**src/rtl/core/apfd_pkg.sv**
```systemverilog
`timescale 1ns / 1ps

package apfd_pkg;

  // Default build parameters
  localparam int LINE_DEPTH_DEF    = 4096;
  localparam int SAMPLE_BITS_DEF   = 24;
  localparam int FRACTION_BITS_DEF = 16;

  // Register field widths
  localparam int WHOLE_W    = 12;
  localparam int FRAC_W     = 16;
  localparam int GAIN_W     = 16;
  localparam int GAIN_FRAC  = 15;
  localparam int CFG_IDX_W  = 2;
  localparam int CFG_DATA_W = 16;

  // Multiplier coefficient operand: unsigned fraction or signed gain, one sign bit extra
  localparam int MUL_A_W = FRAC_W + 1;

  // Register indexes
  localparam logic [CFG_IDX_W-1:0] REG_WHOLE = 2'd0;
  localparam logic [CFG_IDX_W-1:0] REG_FRAC  = 2'd1;
  localparam logic [CFG_IDX_W-1:0] REG_GAIN  = 2'd2;

  localparam logic [WHOLE_W-1:0] WHOLE_RESET = 12'd1;

  // Control of the shared multiply-accumulate unit
  typedef struct packed {
    logic mul_en;      // load product register
    logic frac_shift;  // round by fraction bits, else by gain bits
    logic negate;      // subtract rounded product from addend
  } mac_ctrl_t;

endpackage

```
**src/rtl/core/apfd_seq.sv**
```systemverilog
`timescale 1ns / 1ps

module apfd_seq #(
  parameter int LINE_DEPTH    = apfd_pkg::LINE_DEPTH_DEF,
  parameter int SAMPLE_BITS   = apfd_pkg::SAMPLE_BITS_DEF,
  localparam int AW = $clog2(LINE_DEPTH)
) (
  input  logic                                clk_i,
  input  logic                                rst_ni,
  input  logic                                in_valid_i,
  output logic                                in_ready_o,
  input  logic signed [SAMPLE_BITS-1:0]       in_sample_i,
  input  logic [apfd_pkg::WHOLE_W-1:0]        whole_i,
  input  logic [apfd_pkg::FRAC_W-1:0]         frac_i,
  input  logic signed [apfd_pkg::GAIN_W-1:0]  gain_i,
  input  logic                                out_stall_i,
  output logic                                res_valid_o,
  output logic signed [SAMPLE_BITS-1:0]       res_sample_o,
  output logic [AW-1:0]                       ram_raddr_o,
  input  logic [SAMPLE_BITS-1:0]              ram_rdata_i,
  output logic                                ram_we_o,
  output logic [AW-1:0]                       ram_waddr_o,
  output logic [SAMPLE_BITS-1:0]              ram_wdata_o,
  output apfd_pkg::mac_ctrl_t                 mac_ctrl_o,
  output logic signed [apfd_pkg::MUL_A_W-1:0] mac_a_o,
  output logic signed [SAMPLE_BITS:0]         mac_b_o,
  output logic signed [SAMPLE_BITS:0]         mac_addend_o,
  input  logic signed [SAMPLE_BITS-1:0]       mac_result_i
);

  localparam int CNT_W = $clog2(LINE_DEPTH + 1);
  localparam int CW    = (CNT_W > apfd_pkg::WHOLE_W) ? CNT_W : apfd_pkg::WHOLE_W;
  localparam int IW    = CNT_W + 1;

  localparam logic [3:0] ST_IDLE = 4'd0;
  localparam logic [3:0] ST_RD2  = 4'd1;
  localparam logic [3:0] ST_DIFF = 4'd2;
  localparam logic [3:0] ST_M1   = 4'd3;
  localparam logic [3:0] ST_A1   = 4'd4;
  localparam logic [3:0] ST_M2   = 4'd5;
  localparam logic [3:0] ST_A2   = 4'd6;
  localparam logic [3:0] ST_M3   = 4'd7;
  localparam logic [3:0] ST_A3   = 4'd8;

  logic [3:0]       state_q, state_d;
  logic [AW-1:0]    wr_q, wr_d;
  logic [CNT_W-1:0] cnt_q, cnt_d;
  logic             have_tap_q, have_d2_q;
  logic [AW-1:0]    idx2_q;
  logic signed [SAMPLE_BITS-1:0] x_q, d1_q, value_q, dwr_q;
  logic signed [SAMPLE_BITS:0]   diff_q;

  logic [CW-1:0]    whole_ext;
  logic [CNT_W-1:0] whole_eff;
  logic [CNT_W-1:0] whole_p1;
  logic             accept;
  logic signed [SAMPLE_BITS-1:0] d2;

  function automatic logic [AW-1:0] tap_idx(input logic [AW-1:0] wr,
                                            input logic [CNT_W-1:0] back);
    logic [IW-1:0] t;
    t = IW'(wr) + IW'(LINE_DEPTH) - IW'(back);
    if (t >= IW'(LINE_DEPTH)) begin
      t = t - IW'(LINE_DEPTH);
    end
    return t[AW-1:0];
  endfunction

  // whole delay clamped to 1 .. LINE_DEPTH-1
  always_comb begin
    whole_ext = CW'(whole_i);
    if (whole_ext == '0) begin
      whole_eff = CNT_W'(1);
    end else if (whole_ext > CW'(LINE_DEPTH - 1)) begin
      whole_eff = CNT_W'(LINE_DEPTH - 1);
    end else begin
      whole_eff = whole_ext[CNT_W-1:0];
    end
    whole_p1 = whole_eff + CNT_W'(1);
  end

  assign in_ready_o = (state_q == ST_IDLE);
  assign accept     = in_valid_i && in_ready_o;
  assign d2         = have_d2_q ? $signed(ram_rdata_i) : '0;

  assign ram_raddr_o  = (state_q == ST_IDLE) ? tap_idx(wr_q, whole_eff) : idx2_q;
  assign ram_we_o     = (state_q == ST_A2);
  assign ram_waddr_o  = wr_q;
  assign ram_wdata_o  = mac_result_i;
  assign res_valid_o  = (state_q == ST_A3) && !out_stall_i;
  assign res_sample_o = mac_result_i;

  always_comb begin
    state_d      = state_q;
    mac_ctrl_o   = '0;
    mac_a_o      = '0;
    mac_b_o      = '0;
    mac_addend_o = '0;
    unique case (state_q)
      ST_IDLE: if (accept) state_d = ST_RD2;
      ST_RD2:  state_d = ST_DIFF;
      ST_DIFF: state_d = ST_M1;
      ST_M1: begin
        mac_ctrl_o.mul_en = 1'b1;
        mac_a_o = {1'b0, frac_i};
        mac_b_o = diff_q;
        state_d = ST_A1;
      end
      ST_A1: begin
        mac_ctrl_o.frac_shift = 1'b1;
        mac_addend_o = {d1_q[SAMPLE_BITS-1], d1_q};
        state_d = ST_M2;
      end
      ST_M2: begin
        mac_ctrl_o.mul_en = 1'b1;
        mac_a_o = {gain_i[apfd_pkg::GAIN_W-1], gain_i};
        mac_b_o = {value_q[SAMPLE_BITS-1], value_q};
        state_d = ST_A2;
      end
      ST_A2: begin
        mac_addend_o = {x_q[SAMPLE_BITS-1], x_q};
        state_d = ST_M3;
      end
      ST_M3: begin
        mac_ctrl_o.mul_en = 1'b1;
        mac_a_o = {gain_i[apfd_pkg::GAIN_W-1], gain_i};
        mac_b_o = {dwr_q[SAMPLE_BITS-1], dwr_q};
        state_d = ST_A3;
      end
      ST_A3: begin
        mac_ctrl_o.negate = 1'b1;
        mac_addend_o = {value_q[SAMPLE_BITS-1], value_q};
        if (!out_stall_i) state_d = ST_IDLE;
      end
      default: state_d = ST_IDLE;
    endcase
  end

  always_comb begin
    wr_d  = wr_q;
    cnt_d = cnt_q;
    if (ram_we_o) begin
      wr_d = (wr_q == AW'(LINE_DEPTH - 1)) ? '0 : wr_q + AW'(1);
      if (cnt_q != CNT_W'(LINE_DEPTH)) begin
        cnt_d = cnt_q + CNT_W'(1);
      end
    end
  end

  always_ff @(posedge clk_i or negedge rst_ni) begin
    if (!rst_ni) begin
      state_q <= ST_IDLE;
      wr_q    <= '0;
      cnt_q   <= '0;
    end else begin
      state_q <= state_d;
      wr_q    <= wr_d;
      cnt_q   <= cnt_d;
    end
  end

  always_ff @(posedge clk_i) begin
    if (accept) begin
      x_q        <= in_sample_i;
      have_tap_q <= (cnt_q >= whole_eff);
      have_d2_q  <= (cnt_q > whole_eff);
      idx2_q     <= tap_idx(wr_q, whole_p1);
    end
    if (state_q == ST_RD2) d1_q <= $signed(ram_rdata_i);
    if (state_q == ST_DIFF) begin
      diff_q <= {d2[SAMPLE_BITS-1], d2} - {d1_q[SAMPLE_BITS-1], d1_q};
    end
    // start-up: no tap written yet, delayed value is zero
    if (state_q == ST_A1) value_q <= have_tap_q ? mac_result_i : '0;
    if (state_q == ST_A2) dwr_q <= mac_result_i;
  end

  a_cnt_range: assert property (@(posedge clk_i) disable iff (!rst_ni)
    cnt_q <= CNT_W'(LINE_DEPTH))
    else $error("written count beyond line depth");

  a_wr_range: assert property (@(posedge clk_i) disable iff (!rst_ni)
    IW'(wr_q) < IW'(LINE_DEPTH))
    else $error("write index beyond line depth");

  a_cnt_step: assert property (@(posedge clk_i) disable iff (!rst_ni)
    ram_we_o |=> (cnt_q == $past(cnt_q) + CNT_W'(1)) || (cnt_q == CNT_W'(LINE_DEPTH)))
    else $error("written count did not follow a store write");

  a_no_push_on_stall: assert property (@(posedge clk_i) disable iff (!rst_ni)
    res_valid_o |-> !out_stall_i)
    else $error("result pushed into a full output register");

  a_hold_on_stall: assert property (@(posedge clk_i) disable iff (!rst_ni)
    (state_q == ST_A3 && out_stall_i) |=> (state_q == ST_A3))
    else $error("final step left while output stalled");

endmodule

```
**config.mk**
```make
export PLATFORM = sky130hd
export DESIGN_NAME = apfd_seq
export DESIGN_NICKNAME = d
export VERILOG_FILES = /design/src/rtl/core/apfd_pkg.sv /design/src/rtl/core/apfd_seq.sv
export SDC_FILE = /design/constraint.sdc
export NUM_CORES = 1
export LEC_CHECK = 0
export BUFFER_PORTS_ARGS = -buffer_cell sky130_fd_sc_hd__buf_2
export CAP_MARGIN = 20
export CELL_PAD_IN_SITES_DETAIL_PLACEMENT = 0
export CELL_PAD_IN_SITES_GLOBAL_PLACEMENT = 2
export CORE_MARGIN = 5
export CORE_UTILIZATION = 30
export CTS_CLUSTER_DIAMETER = 200
export DETAILED_ROUTE_END_ITERATION = 12
export HOLD_SLACK_MARGIN = 0.06
export PLACE_DENSITY = 0.8
export SETUP_SLACK_MARGIN = 0.1
export SLEW_MARGIN = 20
export SYNTH_ARGS = -nofsm -noshare
export SYNTH_HDL_FRONTEND = slang
export SYNTH_SLANG_ARGS = --single-unit
```
**constraint.sdc**
```tcl
create_clock -name clk_i -period 3.5 [get_ports clk_i]
set_input_delay 0.7 -clock clk_i [delete_from_list [all_inputs] [get_ports clk_i]]
set_output_delay 0.7 -clock clk_i [all_outputs]
set_load 0.01 [all_outputs]
```
==> insert_results.sql <==
INSERT INTO impl_metrics (metric_group, metric, value, unit) VALUES
('synth', 'synthesis.nets', '1152', ''),
('finish', 'nets', '1389', ''),
('run_status', 'outcome', 'finished with violations', ''),
('clock_network', 'cts-root-to-sink-buffers', '2', ''),
('timing', 'rsz0062_at_grt', 'yes', ''),
('timing', 'max_freq', '0.268', 'GHz'),
('synth', 'yosys_warnings', '0', ''),
('finish', 'fin_area', '12500', 'sq um'),
('die', 'core', '33300', 'sq um'),
('clock_network', 'cts_tree', 'built', ''),
('critical_path', 'critPathLaunchType', 'primary input', ''),
('global_routing', 'grt_overflow_total', '0', ''),
('synth', 'ys_types', '63', ''),
('finish', 'share_of_layout_cells_above_drive_strength_1', '30.0', '%'),
('clock_network', 'cts_max_level', '4', ''),
('detailed_routing', 'drt_iter0_markers', '589', ''),
('placement', 'standard_cell_area_after_detailed_placement', '11800', 'sq um'),
('clock_network', 'cts_made_buffers', '17', ''),
('die', 'effective_utilization_at_floorplan', '30.2', '%'),
('timing', 'fin_crit_sh', '107', '%'),
('global_routing', 'largest_net_degree_at_the_start_of_global_routing', '49', ''),
('pwr', 'irDropWorstVdd', '0.300', 'mV'),
('critical_path', 'worstPathArrival', '3030', 'ps'),
('timing', 'period_minus_slack', '3730', 'ps'),
('critical_path', 'cp_max_fo', '4', ''),
('placement', 'gp_congestion', '0.861', ''),
('die', 'dieWidth', '193', 'um'),
('pwr', 'pwr_density_cell', '683', 'nW/um^2'),
('clock_network', 'cts.sink_count', '164', ''),
('detailed_routing', 'drt.antenna.violating_nets', '0', ''),
('die', 'die_h', '193', 'um'),
('detailed_routing', 'vias_per_cell', '4.82', ''),
('synth', 'number_of_enable_type_register_cells_in_the_synthesized_netlist', '135', ''),
('synth', 'synth_seq_area_share', '47.5', '%'),
('timing', 'setup_ws', '-234', 'ps'),
('synth', 'synth_seq_cells', '164', ''),
('detailed_routing', 'drt_first_pass_iters', '5', ''),
('timing', 'max_slew.worst_pin.slew', '959', 'ps'),
('finish', 'areaGrowthSynthToFinish', '24.3', '%'),
('synth', 'dominantRegCellSynth', 'sky130_fd_sc_hd__edfxtp_1', ''),
('synth', 'synth_cells', '968', ''),
('detailed_routing', 'post-route-drc-count', '0', ''),
('placement', 'hpwlAfterDp', '23.6', 'mm'),
('critical_path', 'required', '2800', 'ps'),
('timing', 'fin_worst_hold_slack', '295', 'ps'),
('global_routing', 'first_pass_grt_wire_length', '45.4', 'mm'),
('timing', 'relSlewSlack', '36.1', '%'),
('hold_path', 'worst_hold_path_type', 'primary input to asynchronous set/reset pin', ''),
('timing', 'fin_tns_setup', '-1050', 'ps'),
('pwr', 'total_power', '8.54', 'mW'),
('timing', 'drv_slew', '0', ''),
('die', 'boundaryPins', '265', ''),
('placement', 'buffer_ports.inserted', '264', ''),
('synth', 'synthesis.area', '10100', 'sq um'),
('die', 'std_cell_rows', '67', ''),
('synth', 'ys_async_sr_fraction', '17.7', '%'),
('critical_path', 'critPathCaptureType', 'primary output', ''),
('finish', 'utilization', '37.5', '%'),
('critical_path', 'critPathKind', 'primary input to primary output', ''),
('timing', 'report.final.setup_viol', '6', ''),
('global_routing', 'grt_antenna_before_repair', '4', ''),
('clock_network', 'clk_transition_reported_paths', '80', 'ps'),
('detailed_routing', 'detailroute.via_count', '8034', ''),
('clock_network', 'ctsRootBufferMaster', 'sky130_fd_sc_hd__clkbuf_16', ''),
('synth', 'post_synth.cell_area_avg', '10.4', 'sq um'),
('job', 'max_cap_viol_count', '0', ''),
('global_routing', 'vias_in_the_first_global_route', '7731', ''),
('die', 'fp.dieArea', '37300', 'sq um'),
('detailed_routing', 'postRouteWirelength', '30.9', 'mm'),
('timing', 'final_hold_viol_count', '0', ''),
('run_status', 'violations_in_the_final_reports', 'negative setup slack', ''),
('clock_network', 'worst_skew_pair.late_latency', '440', 'ps'),
('global_routing', 'global_route.usage.total', '15.9', '%'),
('timing', 'timing.clock.skew', '19.8', 'ps'),
('detailed_routing', 'routedWlPerCell', '18.5', 'um'),
('pwr', 'power_leakage', '5.85', 'nW');
[registers in the layout (all words and copies together), names as in the netlist]
signal	cells
diff_q	25
cnt_q	13
d1_q	24
have_tap_q	1
value_q	24
ram_waddr_o	12
dwr_q	24
x_q	24
have_d2_q	1
state_q	4
idx2_q	12
[cell usage in the layout, fill, tap and decap left out, drive strengths merged, types with 8 or more instances in the layout]
master,synthesis,final
a21oi,36,36
clkbuf,24,17
o21a,11,11
a21o,19,19
nand2,108,108
xor2,26,26
nor3,20,20
a22oi,25,25
dfrtp,29,29
a22o,15,15
nor2,36,36
ha,61,61
buf,62,304
inv,80,87
o21ai,34,34
xnor2,44,44
and2,50,50
nor2b,8,8
edfxtp,135,135
nand4,11,11
and3,14,14
a222oi,23,23
nand2b,8,8
nand3,20,20
[metal layers]
| metal | GRT usage, % | part of all wire [%] | wire length [um] | vias to the layer above |
|---|---|---|---|---|
| met2 | 25.8 | 46 | 14200 | 268 |
| met1 | 22.6 | 47 | 14400 | 3811 |
| met4 | 3.10 | 0.76 | 233 | 6 |
| met5 | 0 | 0.13 | 40 | - |
| li1 | - | - | - | 3926 |
| met3 | 2.68 | 6.4 | 1970 | 23 |
[cells in the mapped netlist, types with 6 or more instances]
cell	count	share of area, %
sky130_fd_sc_hd__a21o_1	19	1.4
sky130_fd_sc_hd__a21oi_1	36	1.8
sky130_fd_sc_hd__a222oi_1	23	2.3
sky130_fd_sc_hd__a22o_1	15	1.3
sky130_fd_sc_hd__a22oi_1	25	1.9
sky130_fd_sc_hd__a31oi_1	6	0.37
sky130_fd_sc_hd__and2_1	50	3.1
sky130_fd_sc_hd__and3_1	13	0.81
sky130_fd_sc_hd__buf_2	9	0.45
sky130_fd_sc_hd__buf_4	49	3.7
sky130_fd_sc_hd__clkbuf_1	22	0.82
sky130_fd_sc_hd__dfrtp_1	29	7.2
sky130_fd_sc_hd__edfxtp_1	135	40
sky130_fd_sc_hd__ha_1	61	7.6
sky130_fd_sc_hd__inv_1	79	2.9
sky130_fd_sc_hd__nand2_1	108	4.0
sky130_fd_sc_hd__nand2b_1	8	0.50
sky130_fd_sc_hd__nand3_1	20	1.0
sky130_fd_sc_hd__nand4_1	11	0.68
sky130_fd_sc_hd__nor2_1	36	1.3
sky130_fd_sc_hd__nor2b_1	8	0.50
sky130_fd_sc_hd__nor3_1	20	1.0
sky130_fd_sc_hd__o21a_1	11	0.82
sky130_fd_sc_hd__o21ai_0	32	1.6
sky130_fd_sc_hd__o31a_1	6	0.52
sky130_fd_sc_hd__o31ai_1	6	0.45
sky130_fd_sc_hd__xnor2_1	44	3.8
sky130_fd_sc_hd__xor2_1	26	2.3
[worst max-delay path: stages]
cell and delay [ps]:
sky130_fd_sc_hd__buf_6 90, sky130_fd_sc_hd__or2_4 240, sky130_fd_sc_hd__nor3_2 110, sky130_fd_sc_hd__and3_1 190, sky130_fd_sc_hd__or2_4 150, sky130_fd_sc_hd__ha_4 150, sky130_fd_sc_hd__nor2b_4 40, sky130_fd_sc_hd__o31a_1 250
sky130_fd_sc_hd__o31a_1 290, sky130_fd_sc_hd__o21a_1 220, sky130_fd_sc_hd__o21a_1 200, sky130_fd_sc_hd__o31ai_4 220, sky130_fd_sc_hd__buf_2 160
[final timing paths]
path,slack [ps],cells after the start,end,from
hold reg to reg,530,1,cnt_q[11],cnt_q[11]
hold / removal,300,1,ram_waddr_o[10],rst_ni
max in group asynchronous,2730,1,cnt_q[10],rst_ni
min in group clk_i,430,1,x_q[10],in_sample_i[10]
setup reg to reg,580,9,diff_q[21],have_d2_q
setup / recovery,-230,13,ram_raddr_o[7],whole_i[0]
[per-stage QoR]
step           setup slack, ps  instances
3_5_place_dp              -358       1629
5_1_grt                   -322       1666
6_report                  -234       1668
4_1_cts                   -219       1665
2_1_floorplan             59.3        968
3_3_place_gp              -312       1629
[kinds of logic (layout without fill, tap and decap cells)]
| group | count (synthesis) | count (layout) | share of synthesized area [%] |
|---|---|---|---|
| other cells | 0 | 2 | 0 |
| fa+ha+maj | 64 | 64 | 8.19 |
| simple gates | 296 | 296 | 14.9 |
| compound gates | 207 | 207 | 14.9 |
| flops | 164 | 164 | 47.5 |
| xor+xnor | 70 | 70 | 6.10 |
| buf+inv | 167 | 417 | 8.40 |
[where the power goes]
part / switching, mW / internal (mW)
Clock: 0.932 / 1.03
Sequential: 0.316 / 2.73
Combinational: 2.14 / 1.40
Total: 3.38 / 5.15
[area by class of cell]
| class | instances | area, sq um |
|---|---|---|
| clock buffers | 17 | 425 |
| multi-input cells | 637 | 4560 |
| clock inverters | 15 | 185 |
| inverters | 81 | 309 |
| flip-flops and latches | 164 | 4780 |
| well taps | 448 | 561 |
| repair buffers | 304 | 1670 |
| fillers | 3365 | 20800 |
| diodes | 2 | 5.00 |
[what timing repair did]
item / 4_1_cts / 5_1_grt
setup buffers: 4 / 1
resized for setup: 8 / 6
setup endpoints to repair: 7 / 23
pin swaps: 6 / 1
hold buffers: 0 / 0
No activity file was read; power rests on OpenSTA's default activity.
