### src/rtl/core/apfd_pkg.sv
`timescale 1ns / 1ps

package apfd_pkg;

  // Default build parameters
  localparam int LINE_DEPTH_DEF    = 4096;
  localparam int SAMPLE_BITS_DEF   = 24;
  localparam int FRACTION_BITS_DEF = 16;

  // Register field widths
  localparam int WHOLE_W    = 12;
  localparam int FRAC_W     = 16;
  localparam int GAIN_W     = 16;
  localparam int GAIN_FRAC  = 15;
  localparam int CFG_IDX_W  = 2;
  localparam int CFG_DATA_W = 16;

  // Multiplier coefficient operand: unsigned fraction or signed gain, one sign bit extra
  localparam int MUL_A_W = FRAC_W + 1;

  // Register indexes
  localparam logic [CFG_IDX_W-1:0] REG_WHOLE = 2'd0;
  localparam logic [CFG_IDX_W-1:0] REG_FRAC  = 2'd1;
  localparam logic [CFG_IDX_W-1:0] REG_GAIN  = 2'd2;

  localparam logic [WHOLE_W-1:0] WHOLE_RESET = 12'd1;

  // Control of the shared multiply-accumulate unit
  typedef struct packed {
    logic mul_en;      // load product register
    logic frac_shift;  // round by fraction bits, else by gain bits
    logic negate;      // subtract rounded product from addend
  } mac_ctrl_t;

endpackage

### src/rtl/core/apfd_mac.sv
`timescale 1ns / 1ps

module apfd_mac #(
  parameter int SAMPLE_BITS   = apfd_pkg::SAMPLE_BITS_DEF,
  parameter int FRACTION_BITS = apfd_pkg::FRACTION_BITS_DEF
) (
  input  logic                                clk_i,
  input  apfd_pkg::mac_ctrl_t                 ctrl_i,
  input  logic signed [apfd_pkg::MUL_A_W-1:0] mul_a_i,
  input  logic signed [SAMPLE_BITS:0]         mul_b_i,
  input  logic signed [SAMPLE_BITS:0]         addend_i,
  output logic signed [SAMPLE_BITS-1:0]       result_o
);

  localparam int PW = apfd_pkg::MUL_A_W + SAMPLE_BITS + 1;

  localparam logic signed [PW:0] HALF_F = (PW+1)'(1) <<< (FRACTION_BITS - 1);
  localparam logic signed [PW:0] HALF_G = (PW+1)'(1) <<< (apfd_pkg::GAIN_FRAC - 1);
  localparam logic signed [PW+1:0] SAT_HI = (PW+2)'((64'sd1 <<< (SAMPLE_BITS - 1)) - 64'sd1);
  localparam logic signed [PW+1:0] SAT_LO = -SAT_HI - (PW+2)'(1);

  logic signed [PW-1:0] prod_q;
  logic signed [PW:0]   prod_ext;
  logic signed [PW:0]   sum_f;
  logic signed [PW:0]   sum_g;
  logic signed [PW:0]   rnd;
  logic signed [PW+1:0] total;

  always_ff @(posedge clk_i) begin
    if (ctrl_i.mul_en) begin
      prod_q <= mul_a_i * mul_b_i;
    end
  end

  // round half up, then floor
  always_comb begin
    prod_ext = {prod_q[PW-1], prod_q};
    sum_f    = prod_ext + HALF_F;
    sum_g    = prod_ext + HALF_G;
    rnd      = ctrl_i.frac_shift ? (sum_f >>> FRACTION_BITS)
                                 : (sum_g >>> apfd_pkg::GAIN_FRAC);
    if (ctrl_i.negate) begin
      total = (PW+2)'(addend_i) - (PW+2)'(rnd);
    end else begin
      total = (PW+2)'(addend_i) + (PW+2)'(rnd);
    end
    if (total > SAT_HI) begin
      result_o = SAT_HI[SAMPLE_BITS-1:0];
    end else if (total < SAT_LO) begin
      result_o = SAT_LO[SAMPLE_BITS-1:0];
    end else begin
      result_o = total[SAMPLE_BITS-1:0];
    end
  end

endmodule

### config.mk
export PLATFORM = sky130hd
export DESIGN_NAME = apfd_mac
export DESIGN_NICKNAME = d
export VERILOG_FILES = /design/src/rtl/core/apfd_pkg.sv /design/src/rtl/core/apfd_mac.sv
export SDC_FILE = /design/constraint.sdc
export NUM_CORES = 1
export LEC_CHECK = 0
export BUFFER_PORTS_ARGS = -buffer_cell sky130_fd_sc_hd__buf_2
export CORE_ASPECT_RATIO = 0.7
export CORE_MARGIN = 2
export CORE_UTILIZATION = 60
export DETAILED_ROUTE_END_ITERATION = 12
export PLACE_DENSITY = 0.76
export SYNTH_ARGS = -nofsm -noshare
export SYNTH_HDL_FRONTEND = slang
export SYNTH_SLANG_ARGS = --single-unit
### constraint.sdc
create_clock -name clk_i -period 15.35 [get_ports clk_i]
set_input_delay 2.3025 -clock clk_i [delete_from_list [all_inputs] [get_ports clk_i]]
set_output_delay 2.3025 -clock clk_i [all_outputs]
set_load 0.05 [all_outputs]
==> impl_metrics.env, run 1 <==
export IMPL_placedCellCount=2853
export IMPL_die_w_um=226
export IMPL_postSynthCellCount=2415
export IMPL_antenna_found_initial=1
export IMPL_root_buffer="clkbuf_16"
export IMPL_finalSetupTns_ps=0
export IMPL_vias=17300
export IMPL_crit_required_ps=13050
export IMPL_fp_dieH_um=160
export IMPL_grt_pass1_wl_um=95500
export IMPL_wl_per_cell_um=20.2
export IMPL_seq_area_frac_synth_pct=4.04
export IMPL_syn_area_um2=20800
export IMPL_drc=0
export IMPL_post_route_period_util_pct=83.2
export IMPL_dp_hpwl_um=45800
export IMPL_reg_largest_list="prod_q x28"
export IMPL_dr_pass1_iters=5
export IMPL_max_clock_freq_ghz=0.0783
export IMPL_cp_cell_sequence="buf_2 -> buf_4 -> clkinv_1 -> o21ai_0 -> o2111ai_1 -> nor2_1 -> nand3b_1 -> nor4_2 -> nand3_1 -> o21ai_1 -> mux2_2 -> ha_1 -> and4_1 -> a221o_1 -> o21ai_1 -> nand3_1 -> o21ai_0 -> o211ai_1 -> a311o_2 -> and4_2 -> nor2_4 -> a21oi_1 -> buf_2"
export IMPL_grt_max_degree=65
export IMPL_grt_ovfl_total=0
export IMPL_clkTransAtPathRegs_ps=70
export IMPL_drt_iter0_markers=1839
export IMPL_synth_top_cell_by_area="fa_1"
export IMPL_hold_buffers=0
export IMPL_critical_path_max_stage_delay_ps=820
export IMPL_yosysWarnings=0
export IMPL_period_minus_slack_ps=12780
export IMPL_grt_pass1_vias=17700
export IMPL_min_path_type="input pin to register"
export IMPL_core_area_um2=33800
export IMPL_final_instance_count_excl_fill=2858
export IMPL_synth_area_top_cells="fa_1, ha_1, inv_1, nand2_1, and2_1"
export IMPL_rsz0062_at_grt="false"
export IMPL_port_buffers=94
export IMPL_critPathMaxFanout=64
export IMPL_final_nets=3024
export IMPL_worst_path_max_delay_cell="clkinv_1"
export IMPL_ys_types=94
export IMPL_maxSlewViolCount=0
export IMPL_viasPerCell=6.05
export IMPL_crit_buf_inv=4
export IMPL_slew_limit_headroom_pct=8.94
export IMPL_clock_sinks=28
export IMPL_drv_cap=0
export IMPL_dieArea_um2=36200
export IMPL_critPathKind="input pin to primary output"
export IMPL_gp_congestion=0.947
export IMPL_top_register="prod_q"
export IMPL_cts_resized=0
export IMPL_htree_levels=1
export IMPL_synth_edf_count=28
export IMPL_startpoint_type="input pin"
export IMPL_drt_antenna_violating_nets=0
export IMPL_worstMarginPinSlew_ps=1360
export IMPL_routed_wl_um=57600
export IMPL_syn_to_final_growth_pct=3.14
export IMPL_postCtsSetupRepairBufs=0
export IMPL_drive_gt1_share_pct=7.06
export IMPL_synthArstFlopShare_pct=0
export IMPL_worst_setup_path_end_kind="primary output"
export IMPL_layout_common_cells="inv_1, fa_1, nand2_1"
export IMPL_crit_family="compound AO/OA/AOI/OAI gates"
export IMPL_cp_arrival_ps=10480
export IMPL_syn_nets=3045
export IMPL_ys_seq_elements=28
export IMPL_track_usage_pct=33.5
export IMPL_synth_top_cell_area_share_pct=40.1
export IMPL_start_util_pct=61.6
export IMPL_io_pin_count=95
export IMPL_setup_violations_final=0
export IMPL_synth_flop_cell="edfxtp_1"
export IMPL_tritoncts="done"
export IMPL_row_count=56
export IMPL_avgSynthCellArea_um2=8.61
export IMPL_outcome="finished, final reports clean"
export IMPL_largest_register_ffs=28
export IMPL_cts_buffer_depth=2
export IMPL_hold_violations=0
export IMPL_numCtsBuffers=3
[layout make-up]
| class | count | area (um^2) |
|---|---|---|
| fill | 2917 | 12300 |
| multi-input combinational | 1846 | 17800 |
| inverter | 417 | 1570 |
| clock buffer | 3 | 75.1 |
| antenna | 1 | 2.50 |
| tap | 464 | 581 |
| clock inverter | 1 | 30.0 |
| sequential | 28 | 841 |
| timing repair buffer | 98 | 500 |
[synthesized netlist by cell type (5+ instances only)]
cell         n
xnor2_1     70
o21bai_1    11
mux2i_1      9
buf_1        5
a21oi_1     89
o21ai_0     60
ha_1       143
xor2_1      43
o2111ai_1    5
or3_1        8
a21boi_0     5
a41o_1       7
nand2b_1    33
nor4_1      18
o21a_1       5
a2111oi_0    5
inv_1      416
nand4_1     26
fa_1       416
mux2_2      12
o311ai_0     7
nand2_1    311
edfxtp_1    28
a31oi_1     12
nor3_1      37
o211ai_1    16
a21o_1      28
buf_4        6
and2_1     171
nor2b_1     12
and3_1      18
clkbuf_1    94
a21oi_2     21
nor2_1      83
buf_2       14
and4_1      14
a211oi_1    11
nand3_1     42
[layer usage]
layer | vias to the layer above | track usage, % | share of wire [%]
li1 | 7689 | - | -
met1 | 8606 | 51.5 | 45
met2 | 921 | 47.1 | 41
met3 | 64 | 11.1 | 13
met4 | 4 | 3.35 | 1.1
met5 | - | 2.96 | 0.25
[cells by family (layout without fill, tap and decap cells)]
| group | Yosys count | after routing | share of synthesized area, % |
|---|---|---|---|
| xor gates and xnor gates | 115 | 115 | 4.97 |
| other | 0 | 1 | 0 |
| adders and majority gates | 559 | 559 | 48.7 |
| muxes | 21 | 21 | 1.08 |
| buffers and inverters | 541 | 519 | 10.1 |
| AOI/OAI and AO/OA | 348 | 348 | 11.7 |
| DFF | 28 | 28 | 4.04 |
| and+or+nand+nor | 803 | 803 | 19.5 |
[worst paths after layout]
kind / depth (start not counted) / end / start
max: 23 / result_o[0] / ctrl_i[1]
min: 1 / prod_q[19] / ctrl_i[2]
[through the flow]
step | instance area, um^2 | hold WS [ps] | worst slack (ps) | utilization [%]
6_report | 21400 | 2590 | 2570 | 63.5
5_1_grt | 21400 | 2620 | 1970 | 63.5
4_1_cts | 21400 | 2600 | 2700 | 63.5
3_5_place_dp | 21300 | 2880 | 2750 | 63.2
3_3_place_gp | 21300 | 2850 | 3100 | 63.2
2_1_floorplan | 20800 | 2420 | 4000 | -
Power of run 1 is not shown: default switching activity piles up to over one toggle a cycle in this logic, so the estimate is an artifact.
==> run 2: changes to the inputs <==
PLACE_DENSITY = 0.79   (was 0.76)
clock period = 11.1 ns   (was 15.35 ns; I/O delays follow)
==> run 2 against run 1 <==
Compared with the run above:
- routed wire length grew 2.8%
- count of clock-buffer cells in the layout is the same
- critical path depth shrank 1
- non-clock buffer count grew 2
- sequential share of layout area is essentially flat
- utilization grew 0.13 points
- global-route usage grew 0.45 points
- via count grew 0.83%
==> impl_metrics.env, run 2 (same netlist as run 1, synthesis figures left out) <==
export IMPL_fillCellCount=2891
export IMPL_port_buffers=94
export IMPL_fp_dieH_um=160
export IMPL_critPathKind="input pin to primary output"
export IMPL_rsz0062_at_grt="false"
export IMPL_clkTransAtPathRegs_ps=70
export IMPL_viasPerCell=6.09
export IMPL_postCtsSetupRepairBufs=0
export IMPL_dieArea_um2=36200
export IMPL_hold_ws_ps=1960
export IMPL_die_w_um=226
export IMPL_start_util_pct=61.6
export IMPL_core_area_um2=33800
export IMPL_syn_to_final_growth_pct=3.35
export IMPL_wl_per_cell_um=20.7
export IMPL_postLayoutCellArea_um2=21500
export IMPL_routed_wl_um=59300
export IMPL_post_route_period_util_pct=95.7
export IMPL_htree_levels=1
export IMPL_hold_violations=0
export IMPL_dr_pass1_iters=6
export IMPL_slew_limit_headroom_pct=20.4
export IMPL_dp_hpwl_um=47200
export IMPL_clock_sinks=28
export IMPL_cts_buffer_depth=2
export IMPL_numCtsBuffers=3
export IMPL_crit_start="ctrl_i[1]"
export IMPL_maxSlewViolCount=0
export IMPL_drt_antenna_violating_nets=0
export IMPL_grt_ovfl_total=0
export IMPL_max_clock_freq_ghz=0.0942
export IMPL_worst_path_max_delay_cell="nor4_4"
export IMPL_min_path_type="input pin to register"
export IMPL_top_register="prod_q"
export IMPL_tritoncts="done"
export IMPL_finalSetupTns_ps=0
export IMPL_placed_cell_area_um2=21300
export IMPL_startpoint_type="input pin"
export IMPL_drt_iter0_markers=1907
export IMPL_grt_max_degree=47
export IMPL_outcome="finished, final reports clean"
export IMPL_largest_register_ffs=28
export IMPL_root_buffer="clkbuf_16"
export IMPL_layout_common_cells="inv_1, fa_1, nand2_1"
export IMPL_setup_violations_final=0
export IMPL_io_pin_count=95
export IMPL_worstHoldStart="ctrl_i[2]"
export IMPL_cp_endpoint="result_o[0]"
export IMPL_drive_gt1_share_pct=7.30
export IMPL_row_count=56
export IMPL_worstMarginPinSlew_ps=1190
export IMPL_cp_arrival_ps=8950
export IMPL_cp_cell_sequence="buf_2 -> clkinvlp_4 -> o21ai_0 -> o2111ai_1 -> nor2_1 -> nand3b_1 -> nor4_4 -> nand3_1 -> o21ai_1 -> mux2_2 -> ha_1 -> and4_1 -> a221o_1 -> o21ai_1 -> nand3_1 -> o21ai_0 -> o211ai_1 -> a311o_2 -> o41ai_4 -> buf_4 -> a21oi_1 -> buf_2"
export IMPL_pre_cts_slack_ps=222
export IMPL_period_minus_slack_ps=10620
export IMPL_antenna_found_initial=0
export IMPL_critPathMaxFanout=26
export IMPL_track_usage_pct=33.9
export IMPL_final_nets=3027
export IMPL_reg_largest_list="prod_q x28"
export IMPL_worst_setup_path_end_kind="primary output"
export IMPL_drc=0
export IMPL_grt_pass1_wl_um=96600
export IMPL_critical_path_max_stage_delay_ps=550
export IMPL_fin_ws_ps=481
export IMPL_grt_pass1_vias=18200
export IMPL_gp_congestion=0.966
export IMPL_vias=17400
export IMPL_crit_required_ps=9440
export IMPL_antennaDiodeCount=0
export IMPL_drv_cap=0
[run 2: metal layers]
layer / GRT usage, % / wire length [um] / part of all wire [%] / vias up
met1: 51.9 / 26200 / 44 / 8676
met4: 4.67 / 927 / 1.6 / 0
met5: 0 / 0 / 0 / -
met2: 49.7 / 24800 / 42 / 961
met3: 8.74 / 7340 / 12 / 101
li1: - / - / - / 7690
[run 2: how the worst min path moves through the flow]
stage	endpoint	slack, ps	depth (start not counted)
after CTS	prod_q[17]	1970	1
after global placement	prod_q[17]	2220	1
final	prod_q[17]	1960	1
after global routing	prod_q[15]	1980	1
after floorplan	prod_q[14]	1780	0
after detailed placement	prod_q[17]	2240	1
[run 2: area by class of cell]
cell class | count | area [um^2] | share of cell area [%]
inverter | 417 | 1570 | 7.30
clock buffer | 3 | 75.1 | 0.349
sequential | 28 | 841 | 3.91
multi-input combinational | 1847 | 17900 | 83.2
timing repair buffer | 100 | 515 | 2.40
clock inverter | 1 | 30.0 | 0.140
tap | 464 | 581 | 2.70
[run 2: what timing repair did]
item / 4_1_cts / 5_1_grt
endpoints found under the setup margin: 0 / 23
resized for setup: 0 / 6
hold buffers: 0 / 0
[run 2: critical path: cells and delay by family]
kind	cells	cell delay [ps]
buffers and inverters	4	1470
AO/OA/AOI/OAI	10	3590
AND/OR/NAND/NOR	6	1620
adder cells (fa/ha/maj)	1	330
multiplexers	1	260
[run 2: through the flow]
stage	util, %	std cells
6_report	63.6	2860
5_1_grt	63.6	2860
4_1_cts	63.5	2859
3_5_place_dp	63.2	2855
3_3_place_gp	63.2	2855
2_1_floorplan	-	2415
Power of run 2 is left out for the same reason.
==> run 3: changes to the inputs <==
==> constraint.sdc (replaced) <==
create_clock -name clk_i -period 11.1 [get_ports clk_i]
set_input_delay 2.775 -clock clk_i [delete_from_list [all_inputs] [get_ports clk_i]]
set_output_delay 2.775 -clock clk_i [all_outputs]
set_load 0.05 [all_outputs]
==> run 3 against run 2 <==
Compared with the run above:
- non-clock buffer count grew 184
- utilization grew 6.4 points
- die area is the same
- cell area grew 10%
- setup slack lost 480 ps
- sequential share of layout area shrank 0.36 points
- via count grew 4.5%
- worst hold slack gained 1100 ps
- critical path depth grew 5
- routed wire length grew 4.8%
- critical endpoint is now result_o[13]
==> impl_metrics.env, run 3 (same netlist as run 1, synthesis figures left out) <==
export IMPL_drt_antenna_violating_nets=0
export IMPL_crit_buf_inv=7
export IMPL_tritoncts="done"
export IMPL_root_buffer="clkbuf_16"
export IMPL_clkTransAtPathRegs_ps=70
export IMPL_fp_dieH_um=160
export IMPL_critical_path_max_stage_delay_ps=510
export IMPL_worstMarginPinSlew_ps=1110
export IMPL_viasPerCell=5.98
export IMPL_crit_family="simple AND/OR/NAND/NOR gates"
export IMPL_final_nets=3211
export IMPL_fin_ws_ps=1.78
export IMPL_placedCellCount=3008
export IMPL_critPathKind="input pin to primary output"
export IMPL_grt_ovfl_total=0
export IMPL_htree_levels=1
export IMPL_cp_arrival_ps=8320
export IMPL_port_buffers=94
export IMPL_pre_cts_slack_ps=-237
export IMPL_row_count=56
export IMPL_startpoint_type="input pin"
export IMPL_setup_violations_final=0
export IMPL_maxSlewViolCount=0
export IMPL_rsz0062_at_grt="true"
export IMPL_die_w_um=226
export IMPL_worst_path_max_delay_cell="or4_4"
export IMPL_dr_pass1_iters=5
export IMPL_routed_wl_um=62100
export IMPL_grt_pass1_vias=19400
export IMPL_drc=0
export IMPL_reg_largest_list="prod_q x28"
export IMPL_min_path_type="input pin to register"
export IMPL_antennaDiodeCount=0
export IMPL_crit_required_ps=8330
export IMPL_hold_violations=0
export IMPL_core_area_um2=33800
export IMPL_wl_per_cell_um=20.4
export IMPL_final_common_cell="fa_1"
export IMPL_layout_common_cells="fa_1, inv_1, nand2_1"
export IMPL_clock_sinks=28
export IMPL_drv_cap=0
export IMPL_critPathMaxFanout=6
export IMPL_io_pin_count=95
export IMPL_slew_limit_headroom_pct=25.3
export IMPL_final_instance_count_excl_fill=3044
export IMPL_top_register="prod_q"
export IMPL_syn_to_final_growth_pct=13.7
export IMPL_drt_iter0_markers=1796
export IMPL_dp_hpwl_um=48500
export IMPL_period_minus_slack_ps=11100
export IMPL_vias=18200
export IMPL_post_route_period_util_pct=100
export IMPL_max_clock_freq_ghz=0.0901
export IMPL_antenna_found_initial=0
export IMPL_drive_gt1_share_pct=16.2
export IMPL_start_util_pct=61.6
export IMPL_hold_ws_ps=3060
export IMPL_gp_congestion=0.995
export IMPL_hold_buffers=0
export IMPL_cts_buffer_depth=2
export IMPL_grt_pass1_wl_um=102000
export IMPL_outcome="finished, final reports clean"
export IMPL_worst_setup_path_end_kind="primary output"
export IMPL_grt_max_degree=30
export IMPL_dieArea_um2=36200
export IMPL_largest_register_ffs=28
export IMPL_numCtsBuffers=3
export IMPL_track_usage_pct=35.8
## run 3: cell count changes in the layout (fill, tap and decap cells not counted), moves of 4 or more
cell,before,now
a21oi_1,89,73
a21oi_4,0,18
buf_12,0,4
buf_2,94,70
buf_4,6,177
buf_6,0,29
nor3_1,37,32
nor3_2,1,6
o21ai_0,59,51
o21ai_2,3,10
## run 3: timing repair
item	CTS	global route
pin swaps	34	26
gates cloned	5	1
gates resized for setup	110	35
setup buffers	22	5
endpoints found under the setup margin	23	23
## run 3: layer usage
| metal | global-route usage [%] | vias up | share of wire (%) | wire, um |
|---|---|---|---|---|
| met5 | 1.21 | - | 0.087 | 54 |
| met4 | 7.57 | 2 | 2.1 | 1320 |
| met3 | 9.18 | 145 | 12 | 7300 |
| met2 | 53.3 | 1014 | 43 | 26600 |
| met1 | 52.8 | 8977 | 43 | 26800 |
| li1 | - | 8066 | - | - |
## run 3: final cells by class
cell class | instances | area, um^2
clock buffers | 3 | 75.1
clock inverters | 1 | 30.0
fillers | 2648 | 10100
inverters | 417 | 1570
multi-input cells | 1847 | 18300
flip-flops and latches | 28 | 841
well taps | 464 | 581
repair buffers | 284 | 2190
## run 3: stage by stage
step                      TNS, ps  utilization, %  instance area (um^2)
final                           0            70.0                 23600
after global routing        -4120            70.0                 23600
after floorplan              -267               -                 21000
after CTS                    -193            69.4                 23400
after global placement      -2480            67.1                 22700
after detailed placement    -5190            67.1                 22700
## run 3: final timing paths
kind | depth (start not counted) | from | end
worst min-delay path | 1 | ctrl_i[2] | prod_q[17]
worst max-delay path | 27 | ctrl_i[1] | result_o[13]
Power of run 3 is left out for the same reason.
